**src/hw/rtl/prs_pkg.sv**
```systemverilog
`default_nettype none

package prs_pkg;

	localparam int IDX_W  = 9;   // request index width
	localparam int SUM_W  = 18;  // prefix sum width
	localparam int CAND_W = 11;  // candidate width
	localparam int DIV_W  = 6;   // trial divisor width
	localparam int REM_W  = 6;   // remainder width (rem < divisor)
	localparam int BIT_W  = 4;   // dividend bit pointer
	localparam int UPC_W  = 4;   // microcode address
	localparam int COND_W = 4;

	localparam logic [CAND_W-1:0] CAND_START = CAND_W'(2);
	localparam logic [BIT_W-1:0]  BIT_TOP    = BIT_W'(CAND_W - 1);

	// microcode addresses
	localparam logic [UPC_W-1:0] S_DINIT = 4'd0;   // divisor := 2
	localparam logic [UPC_W-1:0] S_SQ    = 4'd1;   // d*d > cand ?
	localparam logic [UPC_W-1:0] S_DVI   = 4'd2;   // remainder setup
	localparam logic [UPC_W-1:0] S_DVS   = 4'd3;   // one remainder bit
	localparam logic [UPC_W-1:0] S_CHK   = 4'd4;   // remainder zero ?
	localparam logic [UPC_W-1:0] S_DINC  = 4'd5;   // next divisor
	localparam logic [UPC_W-1:0] S_PRIME = 4'd6;   // record prime
	localparam logic [UPC_W-1:0] S_NEXT  = 4'd7;   // next candidate
	localparam logic [UPC_W-1:0] S_IDLE  = 4'd8;   // wait for request
	localparam logic [UPC_W-1:0] S_RDHI  = 4'd9;   // read upper prefix
	localparam logic [UPC_W-1:0] S_RDLO  = 4'd10;  // read lower prefix
	localparam logic [UPC_W-1:0] S_RES   = 4'd11;  // subtract, emit

	// jump conditions
	localparam logic [COND_W-1:0] C_NONE     = 4'd0;
	localparam logic [COND_W-1:0] C_ALWAYS   = 4'd1;
	localparam logic [COND_W-1:0] C_LT2      = 4'd2;
	localparam logic [COND_W-1:0] C_SQ_GT    = 4'd3;
	localparam logic [COND_W-1:0] C_BIT_MORE = 4'd4;
	localparam logic [COND_W-1:0] C_REM_ZERO = 4'd5;
	localparam logic [COND_W-1:0] C_NOT_FULL = 4'd6;
	localparam logic [COND_W-1:0] C_NO_IN    = 4'd7;
	localparam logic [COND_W-1:0] C_OUT_BUSY = 4'd8;

	// table read select
	localparam logic [1:0] RD_NONE = 2'd0;
	localparam logic [1:0] RD_HI   = 2'd1;
	localparam logic [1:0] RD_LO   = 2'd2;

	typedef struct packed {
		logic [COND_W-1:0] cond;
		logic [UPC_W-1:0]  jmp;
		logic [UPC_W-1:0]  nxt;
		logic              d_init;
		logic              d_inc;
		logic              div_init;
		logic              div_step;
		logic              prime_wr;
		logic              cand_inc;
		logic              accept;
		logic [1:0]        rd_sel;
		logic              hi_load;
		logic              result;
	} uop_t;

	typedef struct packed {
		logic lt2;
		logic sq_gt;
		logic bit_more;
		logic rem_zero;
		logic not_full;
		logic in_req;
		logic out_busy;
	} flags_t;

	// control store
	function automatic uop_t ucode(input logic [UPC_W-1:0] upc);
		uop_t u;
		u = '0;
		case (upc)
			S_DINIT: begin
				u.d_init = 1'b1;
				u.cond = C_LT2; u.jmp = S_NEXT; u.nxt = S_SQ;
			end
			S_SQ: begin
				u.cond = C_SQ_GT; u.jmp = S_PRIME; u.nxt = S_DVI;
			end
			S_DVI: begin
				u.div_init = 1'b1;
				u.cond = C_NONE; u.jmp = S_DVS; u.nxt = S_DVS;
			end
			S_DVS: begin
				u.div_step = 1'b1;
				u.cond = C_BIT_MORE; u.jmp = S_DVS; u.nxt = S_CHK;
			end
			S_CHK: begin
				u.cond = C_REM_ZERO; u.jmp = S_NEXT; u.nxt = S_DINC;
			end
			S_DINC: begin
				u.d_inc = 1'b1;
				u.cond = C_ALWAYS; u.jmp = S_SQ; u.nxt = S_SQ;
			end
			S_PRIME: begin
				u.prime_wr = 1'b1;
				u.cond = C_NONE; u.jmp = S_NEXT; u.nxt = S_NEXT;
			end
			S_NEXT: begin
				u.cand_inc = 1'b1;
				u.cond = C_NOT_FULL; u.jmp = S_DINIT; u.nxt = S_IDLE;
			end
			S_IDLE: begin
				u.accept = 1'b1;
				u.cond = C_NO_IN; u.jmp = S_IDLE; u.nxt = S_RDHI;
			end
			S_RDHI: begin
				u.rd_sel = RD_HI;
				u.cond = C_NONE; u.jmp = S_RDLO; u.nxt = S_RDLO;
			end
			S_RDLO: begin
				u.rd_sel = RD_LO;
				u.hi_load = 1'b1;
				u.cond = C_NONE; u.jmp = S_RES; u.nxt = S_RES;
			end
			S_RES: begin
				u.result = 1'b1;
				u.cond = C_OUT_BUSY; u.jmp = S_RES; u.nxt = S_IDLE;
			end
			default: begin
				u.cond = C_NONE; u.jmp = S_IDLE; u.nxt = S_IDLE;
			end
		endcase
		return u;
	endfunction

endpackage

`default_nettype wire

```
**src/hw/rtl/prs_useq.sv**
```systemverilog
`default_nettype none

module prs_useq (
	input  logic            clk,
	input  logic            arst_n,
	input  prs_pkg::flags_t flags,
	output prs_pkg::uop_t   uop
);
	import prs_pkg::*;

	logic [UPC_W-1:0] upc_q;
	logic             take;

	assign uop = ucode(upc_q);

	always_comb begin
		case (uop.cond)
			C_NONE:     take = 1'b0;
			C_ALWAYS:   take = 1'b1;
			C_LT2:      take = flags.lt2;
			C_SQ_GT:    take = flags.sq_gt;
			C_BIT_MORE: take = flags.bit_more;
			C_REM_ZERO: take = flags.rem_zero;
			C_NOT_FULL: take = flags.not_full;
			C_NO_IN:    take = !flags.in_req;
			C_OUT_BUSY: take = flags.out_busy;
			default:    take = 1'b0;
		endcase
	end

	// reset enters the table fill at the first step
	always_ff @(posedge clk or negedge arst_n) begin
		if (!arst_n) begin
			upc_q <= S_DINIT;
		end else begin
			upc_q <= take ? uop.jmp : uop.nxt;
		end
	end

endmodule

`default_nettype wire

```
**config.mk**
```make
export PLATFORM = sky130hd
export DESIGN_NAME = prs_useq
export DESIGN_NICKNAME = d
export VERILOG_FILES = /design/src/hw/rtl/prs_pkg.sv /design/src/hw/rtl/prs_useq.sv
export SDC_FILE = /design/constraint.sdc
export NUM_CORES = 1
export LEC_CHECK = 0
export BUFFER_PORTS_ARGS = -buffer_cell sky130_fd_sc_hd__buf_2
export CAP_MARGIN = 20
export CORE_AREA = 2 2 41 43
export DETAILED_ROUTE_END_ITERATION = 16
export DIE_AREA = 0 0 43 45
export HOLD_SLACK_MARGIN = 0.12
export PLACE_DENSITY_LB_ADDON = 0.1
export SLEW_MARGIN = 25
export SYNTH_ARGS = -nofsm -noshare
export SYNTH_HDL_FRONTEND = slang
export SYNTH_SLANG_ARGS = --single-unit
```
**constraint.sdc**
```tcl
create_clock -name clk -period 1.6 [get_ports clk]
set_input_delay 0.24 -clock clk [delete_from_list [all_inputs] [get_ports clk]]
set_output_delay 0.24 -clock clk [all_outputs]
set_load 0.005 [all_outputs]
```
# Word level (Yosys, flattened, before mapping)
# Index checks and enable logic that the tools add are counted.
[totals]
ff_bits = 4
inputBits = 9
output_inout_bits = 23
word_cells = 35
[op_classes]
eq_ne = 19
muxes = 13
reduce_logical = 2
[op_table]
columns = ["op", "count"]
rows = [
  ["12-bit one-hot mux with 12 select lines", 1],
  ["4-bit by 3-bit equality test with 1-bit output, second input constant", 8],
  ["4-bit equality test, second input constant", 5],
  ["4-bit by 2-bit equality test with 1-bit output, second input constant", 4],
  ["1-bit two-way mux", 9],
  ["4-bit by 1-bit equality test with 1-bit output, second input constant", 2],
  ["1-bit one-hot mux with 8 select lines", 1],
  ["4-bit zero test", 1],
  ["4-bit two-way mux", 1],
  ["2-bit one-hot mux with 2 select lines", 1],
  ["1-bit zero test", 1],
]

# Longest topological paths before layout
# Gate-level depths: netlist (run 1).
[logic_depth]
ltp_word = 5
depth_mapped = 6
depth_no_buf = 5

# Worst setup path before layout (run 1)
# Ideal clock, no wire load.
[synth_path]
path_kind = "reg2reg"
startpoint = "register upc_q[2]"
endpoint = "register upc_q[0]"
setup_time_ps = 125
arrival_time_ps = 1334
slack_ps = 140
path_stages_with_launch = 6
n_path_buf = 0
period_less_slack_ps = 1460
path_cell_list = "dfrtp_1 nand2b_1 o22a_1 o22ai_1 a41o_2 mux2_4"
[synth_via]
elab_chain_cells = 5
elab_cells_between_ends = 23
classes_between = "eq/ne (19); mux (3); reduce/logical (1)"
[synth_lines]
columns = ["element", "line", "text"]
rows = [
  ["from (decl)", "prs_useq.sv:11", "logic [UPC_W-1:0] upc_q;"],
  ["from (signal assigned)", "prs_useq.sv:36", "upc_q <= take ? uop.jmp : uop.nxt;"],
  ["4-bit equality test, or another cell as far along", "prs_pkg.sv:77", "case (upc)"],
  ["12-bit one-hot mux with 12 select lines *", "prs_pkg.sv:77", ""],
  ["4-bit equality test, or another cell as far along", "prs_useq.sv:17", "case (uop.cond)"],
  ["1-bit one-hot mux with 8 select lines", "prs_useq.sv:17", ""],
  ["4-bit two-way mux *", "prs_useq.sv:36", ""],
]
# Mark *: on every way between the ends. The rest lies on a longest branch, timed or not.

==> results.yml, run 1 <==
clocking:
  clk_path_buf_depth: 2
  htree_levels: 1
  cts_tree: "yes"
  clk_pin_slew_worst_paths_ns: 0.04
  cts_root_buf: "clkbuf_4"
  cts_buffers: 3
  clock_latency_ns: 0.23
  cts.sink_count: 4
sta:
  setup_viol: 4
  setup_ws_ns: -0.00941
  rsz0062_at_grt: "true"
  whs_ns: 0.341
  relSlewSlack: 0.882
  tightest_slew_ns: 0.175
  slew_violations: 0
  finalCriticalPeriod_ns: 1.61
  final-hold-violation-count: 0
  fin_skew_ns: 0.00252
  fmax_mhz: 621
  setup-tns-final_ns: -0.0150
  layout_worst_path_cycle_share: 1.01
global_routing:
  grtUsageTotal: 0.175
  antenna_found_initial: 0
  grt_max_degree: 12
  grt_pass1_vias: 570
  grt_pass1_wl_um: 2530
  grt-ovfl-total: 0
cells_and_area:
  final_cell_mix: "buf_2 (30), buf_4 (14), nor2_1 (10), buf_6 (9)"
  n_antenna_cell: 0
  fill_cells: 124
  mostFrequentLayoutCell: "buf_2"
  final_layout_size_suffix_gt1_frac: 0.703
  post-route-util: 0.664
  top_regs: "upc_q (4)"
  largest_reg_flops: 4
  area_growth_pct: 89.6
  num-nets-final: 129
  top_register: "upc_q"
worst_setup_path:
  end_kind: "output port"
  cp.required_ns: 1.36
  crit_path_max_incr_delay_ns: 0.42
  crit_chain: "buf_6 -> buf_6 -> a211o_1 -> o21ai_1 -> buf_2"
  crit_fanout: 8
  cpMostUsedCell: "buf_6"
  crit_buf_inv: 3
  slowest_stage: "dfrtp_1"
  critPathTopFamily: "flip-flops"
  cp-start-kind: "flop"
  crit_arrival_ns: 1.37
  crit_type: "flop to output port"
power_and_ir_drop:
  switching_share: 0.423
  p_leak_uw: 0.000509
  ir_worst_vdd_mv: 1.38
  p_sw_uw: 1090
  p_per_area_nw_per_um2: 2640
  internal_power_uw: 1490
  p_seq_frac: 0.103
  power_frac_comb: 0.848
  total_power_uw: 2580
  clockPowerShare: 0.048
logic_synthesis:
  synth_top_family_by_area: "compound AO/OA/AOI/OAI gates"
  synth_compound_area_frac: 0.265
  synth_top_area_share: 0.194
  yosys.area.top_type: "dfrtp_1"
  synth_simple_gate_area_frac: 0.223
  ys.flop_type: "dfrtp_1"
  synth-edff-count: 0
  synth-async-reset-ratio: 1.00
  synth.distinct_cells: 32
  syn_inst: 68
  synth_nets: 77
  synth_seq_area_share: 0.194
  ys_ff_latch: 4
  synth_xor_area_frac: 0.0170
  syn_avg_cell_area_um2: 7.58
  synthAdderAreaFrac: 0
  synth.cell_area_um2: 515
  yosys-top-cells-area: "dfrtp_1 (19%), nor2_1 (9.5%), buf_6 (8.7%)"
  synth_mux_area_frac: 0.129
  yosysWarnings: 0
floorplanning:
  start_util: 0.350
  core_um2: 1470
  die_w_um: 43
  ios: 32
  core.rowCount: 14
  dieArea_um2: 1940
  die_height_um: 45
min_path:
  hold_path_class: "input port to asynchronous set/reset pin"
routing:
  viasPerCell: 4.92
  met3_length_um: 108
  firstDrtPassIters: 4
  wl_per_cell_um: 12.7
  vias: 659
  route.detailed.drc: 0
  wl_met1_um: 764
  wirelength_um: 1700
  first_iter_violations: 2
  drtAntennaViolNets: 0
  routed.top_layer: "met4"
  met2_length_um: 814
run_status:
  status: "complete, but fails checks"
  violations: "setup timing"
flow_run:
  cap_violations: 0
placed_design:
  dp_hpwl_um: 1080
  numPortBuffers: 31
  place_congestion: 0.743
[final cells by class]
type | instances | area (um2) | share of cell area
multi-input cells | 51 | 419 | 0.429
repair buffers | 56 | 397 | 0.406
flip-flops and latches | 4 | 104 | 0.106
clock buffers | 3 | 22.5 | 0.0230
well taps | 16 | 20.0 | 0.0205
inverters | 4 | 15.0 | 0.0154
[power by group through the flow]
stage | Combinational (uW) | Clock, uW | Sequential [uW]
floorplan | 1050 | 0 | 179
global placement | 1410 | 0 | 262
detailed placement | 1420 | 0 | 260
CTS | 1760 | 130 | 237
global route | 2370 | 138 | 279
finish | 2190 | 125 | 267
[per-stage QoR]
step / setup slack, ns / area (um2) / cells
finish: -0.00941 / 977 / 134
CTS: -0.0486 / 842 / 130
detailed placement: 0.0206 / 692 / 116
global route: -0.0777 / 977 / 134
global placement: 0.0238 / 692 / 116
floorplan: 0.140 / 515 / 68
[layer usage]
metal  up-vias  GRT usage
li1        336          -
met1       296      0.210
met2        25      0.303
met3         2     0.0280
met4         0     0.0909
met5         -          0
[logic make-up (layout without fill, tap and decap cells)]
group | Yosys count | after routing
AO/OA/AOI/OAI | 20 | 20
XOR/XNOR | 1 | 1
AND/OR/NAND/NOR | 25 | 25
multiplexers | 5 | 5
buffers and inverters | 13 | 63
flip-flops | 4 | 4
[worst register-to-register path: stages (launching register included)]
cell and delay, ns:
dfrtp_2 0.44, buf_6 0.12, mux2i_1 0.18, o22ai_1 0.10
a41o_2 0.27, mux2_4 0.30
[path summary, 6_finish.rpt]
kind | startpoint | to | slack, ns | depth (start not counted)
setup / recovery | upc_q[2] | uop[20] | -0.009 | 5
hold / removal | arst_n | upc_q[2] | 0.34 | 2
setup reg to reg | upc_q[1] | upc_q[0] | 0.06 | 5
hold reg to reg | upc_q[2] | upc_q[3] | 0.63 | 1
max in group asynchronous | arst_n | upc_q[3] | 1.13 | 2
min in group clk | flags[2] | upc_q[3] | 0.38 | 3
[what timing repair did]
| item | 4_1_cts | 5_1_grt |
|---|---|---|
| resized for setup | 15 | 24 |
| hold buffers | 1 | 0 |
| endpoints found under the hold margin | 4 | 0 |
| pin swaps | 1 | 6 |
| cloned | 1 | 0 |
| setup endpoints to repair | 14 | 14 |
| setup buffers | 9 | 5 |
[cell usage after synthesis (2+ instances only)]
cell,instances
buf_6,4
nand2b_1,2
o21ai_0,3
mux2_4,3
buf_2,2
o22ai_1,3
dfrtp_1,4
inv_1,4
nand2_1,3
nor2_1,13
a21oi_1,4
nor3_1,3
Note: power is estimated with default switching activity, not from simulation.
==> run 2, diff against run 1 <==
--- a/config.mk
+++ b/config.mk
@@ -12,7 +12,9 @@
 export DIE_AREA = 0 0 43 45
 export HOLD_SLACK_MARGIN = 0.12
 export PLACE_DENSITY_LB_ADDON = 0.1
+export SETUP_SLACK_MARGIN = 0.3
 export SLEW_MARGIN = 25
 export SYNTH_ARGS = -nofsm -noshare
 export SYNTH_HDL_FRONTEND = slang
 export SYNTH_SLANG_ARGS = --single-unit
+export TNS_END_PERCENT = 50
==> run 2 against run 1 <==
The run still ends with setup timing left. Critical path depth did not move. Power up 5.8%. First-iteration DRC count grew to 6.0 times the previous value. Global-route usage fell by 0.28 points. Final cell count increased by 2.2%. Via count up 3.0%. Combinational power rose by 7%.
==> results.yml, run 2 (same netlist as run 1, synthesis figures left out) <==
run_status:
  status: "complete, but fails checks"
  violations: "setup timing"
sta:
  fin_skew_ns: 0.00361
  finalCriticalPeriod_ns: 1.63
  layout_worst_path_cycle_share: 1.02
  fmax_mhz: 612
  setup_viol: 5
  slew_violations: 0
  setup_ws_ns: -0.0337
  rsz0062_at_grt: "true"
  setup-tns-final_ns: -0.130
  final-hold-violation-count: 0
  tightest_slew_ns: 0.231
  relSlewSlack: 0.846
clocking:
  clk_pin_slew_worst_paths_ns: 0.04
  clk_path_buf_depth: 2
  cts_buffers: 3
  cts.sink_count: 4
  clock_latency_ns: 0.23
  cts_root_buf: "clkbuf_4"
  htree_levels: 1
  cts_tree: "yes"
floorplanning:
  die_w_um: 43
  ios: 32
  dieArea_um2: 1940
  start_util: 0.350
  core_um2: 1470
  core.rowCount: 14
  die_height_um: 45
placed_design:
  place_congestion: 0.817
  dp_hpwl_um: 1110
  numPortBuffers: 31
cells_and_area:
  multi_input_area_um2: 449
  final_layout_size_suffix_gt1_frac: 0.769
  mostFrequentLayoutCell: "buf_2"
  largest_reg_flops: 4
  top_regs: "upc_q (4)"
  post-route-util: 0.713
  area_growth_pct: 104
  top_register: "upc_q"
  final_cell_mix: "buf_2 (30), buf_4 (15), buf_6 (11), nor2_1 (7), nor2_2 (4)"
  fill_cells: 107
  n_antenna_cell: 0
  num-nets-final: 132
  regArea_um2: 104
power_and_ir_drop:
  p_per_area_nw_per_um2: 2600
  switching_share: 0.413
  p_seq_frac: 0.100
  clockPowerShare: 0.045
  ir_worst_vdd_mv: 1.35
  power_frac_comb: 0.855
  p_sw_uw: 1130
  internal_power_uw: 1600
  p_leak_uw: 0.000544
routing:
  firstDrtPassIters: 4
  wirelength_um: 1800
  vias: 679
  route.detailed.drc: 0
  first_iter_violations: 12
  viasPerCell: 4.96
  drtAntennaViolNets: 0
  wl_per_cell_um: 13.1
worst_setup_path:
  end_kind: "flop"
  cp-startpoint: "upc_q[1]"
  r2r-end: "upc_q[0]"
  crit_path_max_incr_delay_ns: 0.47
  cp.required_ns: 1.71
  ff2ff_path_depth: 5
  rrSetupSlack_ns: -0.03
  endpoint: "upc_q[0]"
  cp-start-kind: "flop"
  crit_chain: "buf_6 -> mux2i_4 -> o22ai_2 -> a41o_2 -> mux2_4"
  crit_type: "flop to flop"
  r2r_start: "upc_q[1]"
  slowest_stage: "dfrtp_2"
  cp_num_cells: 5
  crit_arrival_ns: 1.74
  crit_fanout: 6
  crit_buf_inv: 1
  critPathTopFamily: "multiplexers"
flow_run:
  cap_violations: 0
global_routing:
  grt_pass1_wl_um: 2480
  grtUsageTotal: 0.172
  antenna_found_initial: 0
  grt-ovfl-total: 0
  grt_pass1_vias: 555
  grt_max_degree: 12
min_path:
  hold_path_class: "input port to asynchronous set/reset pin"
-- run 2: power groups by stage --
stage          sequential [uW]  clock [uW]  combinational [uW]
4_1_cts                    257         125                1850
6_report                   273         122                2340
2_1_floorplan              198           0                1110
3_5_place_dp               284           0                1410
3_3_place_gp               287           0                1410
5_1_grt                    279         138                2520
-- run 2: metrics by stage --
| step | power (uW) | cell area [um2] | hold slack, ns | cells | setup slack [ns] |
|---|---|---|---|---|---|
| 6_report | 2730 | 1050 | 0.335 | 137 | -0.0337 |
| 5_1_grt | 2930 | 1050 | 0.329 | 137 | -0.0855 |
| 4_1_cts | 2240 | 881 | 0.338 | 129 | -0.0286 |
| 3_5_place_dp | 1690 | 699 | 0.0527 | 115 | 0.0137 |
| 3_3_place_gp | 1690 | 699 | 0.0492 | 115 | -0.000252 |
| 2_1_floorplan | 1310 | 542 | -0.0556 | 68 | 0.177 |
-- run 2: how the worst min path moves through the flow --
stage                     slack, ns       end
final                          0.33  upc_q[1]
after global routing           0.33  upc_q[1]
after CTS                      0.34  upc_q[1]
after detailed placement       0.05  upc_q[1]
after global placement         0.05  upc_q[0]
after floorplan               -0.06  upc_q[0]
-- run 2: cell type report --
| class | instances | share of cell area |
|---|---|---|
| timing repair buffer | 59 | 0.416 |
| tap | 16 | 0.0191 |
| multi-input combinational | 51 | 0.428 |
| inverter | 4 | 0.0167 |
| clock buffer | 3 | 0.0215 |
| sequential | 4 | 0.0989 |
-- run 2: layer usage --
layer  part of all wire  up-vias  global-route usage  wire [um]
li1                   -      346                   -          -
met1               0.41      302               0.197        741
met2               0.51       29               0.318        916
met3              0.072        2              0.0640        130
met4             0.0045        0              0.0182          8
met5                  0        -                   0          0
-- run 2: worst register-to-register path: cells and delay by family (launching register included) --
family	cells	cell delay, ns
AOI/OAI and AO/OA	2	0.38
buffers and inverters	1	0.15
DFF	1	0.47
muxes	2	0.53
-- run 2: timing repair --
item	CTS	global route
hold buffers	1	0
pin swaps	7	7
resized for setup	23	22
setup endpoints to repair	25	26
endpoints found under the hold margin	4	0
setup buffers	10	7
cloned	0	1
